File: config.mk
export PLATFORM = sky130hd
export DESIGN_NAME = lph_ctrl
export DESIGN_NICKNAME = d
export VERILOG_FILES = /design/src/rtl/lph_pkg.sv /design/src/rtl/lph_ctrl.sv
export SDC_FILE = /design/constraint.sdc
export NUM_CORES = 1
export LEC_CHECK = 0
export BUFFER_PORTS_ARGS = -buffer_cell sky130_fd_sc_hd__buf_2
export CAP_MARGIN = 20
export CORE_AREA = 2 2 39 41
export CTS_CLUSTER_SIZE = 14
export DETAILED_ROUTE_END_ITERATION = 10
export DIE_AREA = 0 0 41 43
export PLACE_DENSITY = 0.56
export SLEW_MARGIN = 10
export SYNTH_ARGS = -nofsm -noshare
export SYNTH_HDL_FRONTEND = slang
export SYNTH_SLANG_ARGS = --single-unit
File: constraint.sdc
create_clock -name clk -period 1.24 [get_ports clk]
set_input_delay 0.186 -clock clk [delete_from_list [all_inputs] [get_ports clk]]
set_output_delay 0.186 -clock clk [all_outputs]
set_load 0.01 [all_outputs]
File: src/rtl/lph_pkg.sv
// Shared types and constants for the linear-probe hash lookup block.
package lph_pkg;

	localparam int unsigned KEY_W       = 64;
	localparam int unsigned SLOT_W      = 10;
	localparam int unsigned CFG_W       = 11;
	localparam int unsigned HASH_W      = 32;
	localparam int unsigned DIV_RADIX_W = 4;
	localparam int unsigned DIV_STEPS   = HASH_W / DIV_RADIX_W;

	typedef enum logic [1:0] {
		ST_FOUND    = 2'd0,
		ST_ABSENT   = 2'd1,
		ST_INSERTED = 2'd2,
		ST_FULL     = 2'd3
	} status_t;

	typedef struct packed {
		logic [KEY_W-1:0] search_key;
		logic             create;
	} request_t;

	typedef struct packed {
		status_t           status;
		logic [SLOT_W-1:0] slot;
	} result_t;

	typedef enum logic [2:0] {
		S_CLEAR,
		S_IDLE,
		S_DIVIDE,
		S_READ,
		S_CHECK
	} ctrl_state_t;

	typedef struct packed {
		logic    load;
		logic    div_start;
		logic    home;
		logic    advance;
		logic    write;
		logic    clr_en;
		logic    res_load;
		status_t res_status;
	} lph_cmd_t;

	typedef struct packed {
		logic div_done;
		logic key_zero;
		logic create;
		logic empty;
		logic hit;
		logic last;
		logic clr_last;
	} lph_stat_t;

endpackage

File: src/rtl/lph_ctrl.sv
// Controller state machine: clearing sweep, divide, probe read and compare.
module lph_ctrl import lph_pkg::*; (
	input  logic      clk,
	input  logic      arst_n,
	input  logic      start,
	input  lph_stat_t stat,
	output lph_cmd_t  cmd,
	output logic      busy
);

	ctrl_state_t state_q;
	ctrl_state_t state_nxt;

	always_ff @(posedge clk or negedge arst_n) begin
		if (!arst_n) begin
			state_q <= S_CLEAR;
		end else begin
			state_q <= state_nxt;
		end
	end

	always_comb begin
		state_nxt = state_q;
		unique case (state_q)
			S_CLEAR: begin
				if (stat.clr_last) state_nxt = S_IDLE;
			end
			S_IDLE: begin
				if (start) state_nxt = S_DIVIDE;
			end
			S_DIVIDE: begin
				if (stat.div_done) state_nxt = stat.key_zero ? S_IDLE : S_READ;
			end
			S_READ: begin
				state_nxt = S_CHECK;
			end
			S_CHECK: begin
				if (stat.empty || stat.hit || stat.last) begin
					state_nxt = S_IDLE;
				end else begin
					state_nxt = S_READ;
				end
			end
			default: state_nxt = S_IDLE;
		endcase
	end

	always_comb begin
		cmd            = '0;
		cmd.res_status = ST_ABSENT;
		unique case (state_q)
			S_CLEAR: begin
				cmd.clr_en = 1'b1;
			end
			S_IDLE: begin
				cmd.load      = start;
				cmd.div_start = start;
			end
			S_DIVIDE: begin
				if (stat.div_done) begin
					cmd.home     = !stat.key_zero;
					cmd.res_load = stat.key_zero;
				end
			end
			S_READ: begin
			end
			S_CHECK: begin
				// Empty slot ends the walk before a key compare; full walk last.
				priority if (stat.empty) begin
					cmd.res_load   = 1'b1;
					cmd.write      = stat.create;
					cmd.res_status = stat.create ? ST_INSERTED : ST_ABSENT;
				end else if (stat.hit) begin
					cmd.res_load   = 1'b1;
					cmd.res_status = ST_FOUND;
				end else if (stat.last) begin
					cmd.res_load   = 1'b1;
					cmd.res_status = stat.create ? ST_FULL : ST_ABSENT;
				end else begin
					cmd.advance = 1'b1;
				end
			end
			default: begin
			end
		endcase
	end

	assign busy = (state_q != S_IDLE);

endmodule

==> impl_results.md <==
- Clock Sinks: 3
- # diodes: 0
- Crit path required time: 1.05 ns
- Worst r2r src: state_q[1]
- Cell breakdown of the critical path: inv_2 -> or3_1 -> buf_2
- Slew @ Worst Pin: approximately 0.19 ns
- Final WL: ~900 um
- Cells after DPL: 67
- Worst skew pair latency: between 0.2 and 0.25 ns
- Reg clk slew, reported paths: about 0.040 ns
- CP peak stage delay: roughly 0.44 ns
- Outcome: finished with violations
- CTS buffer count: 3
- Max reg flops: 3
- Critical path's top delay family: flip-flops
- Critical Path Fanout Max: 7
- Number of port buffers: 19
- Post-route setup slack: -0.1670 ns
- Logic pwr share: 0.571
- DR vias: 372
- Largest regs: state_q (3)
- HPWL Detailed: around 530 um
- Routed len/inst: around 11 um
- Area Overhead vs Synth: 89.32%
- Num rows: 14
- Failing checks: setup timing
- Post-Place Worst Slack: around 0.029 ns
- Async SR Flop Fraction: 1.000
- Hold Path Class: input pin to flip-flop
- Full die area: 1763 sq um
- Core box area: ~1400 sq um
- Rel. slew slack: 0.8706
- Critical setup path kind: flip-flop to output port
- Synth area leader: dfrtp_1
- Final Max Slew Viols: 0
- Die span in x: between 40 and 50 um
- Crit path buf inv count: 2
- Final net count: 75
- Fmax: between 700 and 800 MHz
- Worst Path Arrival: about 1.2 ns
- Synth area leaders: dfrtp_1 (29%), nor2_1 (7.3%), a21oi_1 (5.8%), o21ai_0 (5.8%), and4bb_2 (4.9%)
- Hold Vio Cnt, Final: 0
- Critical Path Start: state_q[0]
- Initial antenna violation count: 0
- Setup repair after global routing missed its margin: true
- Clock Skew: ~0.00046 ns
- All-layer global routing usage: 0.1285
- Final setup vio count: 10
- Vias in the first global route: roughly 360
- Slowest CP cell: dfrtp_2
- PwrDens: approximately 2000 nW/um^2
- NetSw: around 380 uW
- Syn. warnings: 0
- Vias per cell: 4.650
- Ratio of final minimum period to clock period: 1.135
- Starting Density: 0.1863
- Mapped cell area: roughly 260 sq um
- Met2 usage: 0.1813
- Largest net degree at the start of global routing: 10
- Final Critical Period: between 1 and 1.5 ns
- GR Util met3: 0.03141
- Switching Fraction: 0.3944
- Post-synth EDFFs: 0
- Ys flop type: dfrtp_1
- CTS tree: built
- Sequential group share of total power: 0.248
- VDD IR max: just over 0.0006 V
- Non-filler cells in the finished layout: 80
- Remaining DRCs: 0
- Busiest layer in global routing: met2
- Area occupied by multi-input gates: about 170 sq um
- Hold WS: between 0.2 and 0.25 ns
- Leakage: 0.2332 nW
- CTS max path bufs: 2
- Syn avg cell area: approximately 7.4 sq um
- Met1 GRT Util: 0.1383
- Share of post-route cells with drive strength above 1: 0.6250
- Synth unique cells: 22
- Synth top area share: 0.2913
- Post-Synthesis Cells: 35
- Initial DRC count: 3
- First-pass GRT wire length: about 1400 um
- Max Cap Viol: 0
- Antenna Violating Nets Remaining: 0
- Pre-Repair DR Iteration Count: 4
- Fill cells: 148
- Type of origin of the critical path: flip-flop
- Routability Congestion: around 0.7
- Worst Setup End Kind: output port
- Mapped Nets: 45
- CTS root buf: clkbuf_4
- Most common cell in the netlist: nor2_1
- I/O pin count: 20
- Sequential area share after synthesis: 0.2913
- Top reg by flops: state_q
- Top post-synthesis cells by count: nor2_1 (5), a21oi_1 (3), dfrtp_1 (3), nand2_1 (3), o21ai_0 (3)
- Yosys reg bits: 3
- Grt ovf: 0
- Hold Crit Start: stat[1]
- Die Span Y: 43 um
- Pint: between 500 and 600 uW
- Seq. cell area: roughly 79 sq um
- Clock H-tree levels: 1
- Clock power share: 0.181
==> cell families after synthesis <==
group           after synthesis  share of synthesized area
simple gates                 18                     0.4127
buf+inv                       5                    0.09707
mux                           1                    0.03884
flops                         3                     0.2913
compound gates                8                     0.1602
==> area by class of cell <==
cell class,count,share of cell area
Inverter,2,0.01538
Timing Repair Buffer,28,0.3718
Tap cell,16,0.04103
Multi-Input combinational cell,27,0.3564
Clock buffer,4,0.05385
Sequential cell,3,0.1615
==> layer usage <==
layer,vias to the layer above,share of wire
li1,181,-
met1,169,0.39
met2,20,0.53
met3,2,0.059
met4,0,0.021
met5,-,0
==> worst min-delay path, delay by kind of cell <==
| kind | cells | cell delay, ns |
|---|---|---|
| AOI/OAI and AO/OA | 1 | 0.06 |
| and+or+nand+nor | 1 | 0.11 |
| buffers and inverters | 1 | 0.08 |
==> timing repair <==
action                     4_1_cts  5_1_grt
gates cloned                     0        0
gates resized for setup          8        2
buffers inserted                 7        1
setup endpoints to repair       10       10
pin swaps                        5        1
hold endpoints to repair         3        0
hold buffers                     1        0
==> path summary, 6_finish.rpt <==
path	end	cells past startpoint	slack [ns]
min in group asynchronous	state_q[1]	2	0.27
max in group asynchronous	state_q[2]	2	0.85
setup / recovery	busy	3	-0.17
setup reg to reg	state_q[0]	4	0.11
hold reg to reg	state_q[0]	1	0.61
hold / removal	state_q[1]	3	0.24
==> placed cells by master, fill, tap and decap left out, types with 2 or more instances in the layout <==
| cell | count |
|---|---|
| dfrtp_2 | 3 |
| o21ai_0 | 3 |
| clkbuf_4 | 3 |
| buf_4 | 7 |
| nor2_1 | 4 |
| a21oi_1 | 3 |
| buf_2 | 17 |
| nand2_1 | 2 |
| buf_6 | 3 |
==> metrics by stage <==
step | setup TNS (ns) | instance area [sq um] | utilization | power [mW]
floorplan | 0 | 257.7 | - | 0.4418
global placement | -0.003239 | 355.3 | 0.2568 | 0.5457
detailed placement | 0 | 355.3 | 0.2568 | 0.5437
CTS | -1.102 | 467.9 | 0.3382 | 0.9088
global route | -1.507 | 488.0 | 0.3526 | 1.032
finish | -1.078 | 488.0 | 0.3526 | 0.9622
==> power by group through the flow <==
stage / clock (mW) / combinational (mW) / sequential (mW)
finish: 0.174 / 0.550 / 0.238
global route: 0.187 / 0.604 / 0.242
CTS: 0.181 / 0.493 / 0.235
detailed placement: 0 / 0.315 / 0.229
global placement: 0 / 0.316 / 0.230
floorplan: 0 / 0.271 / 0.171
Note: power is estimated with default switching activity, not from simulation.
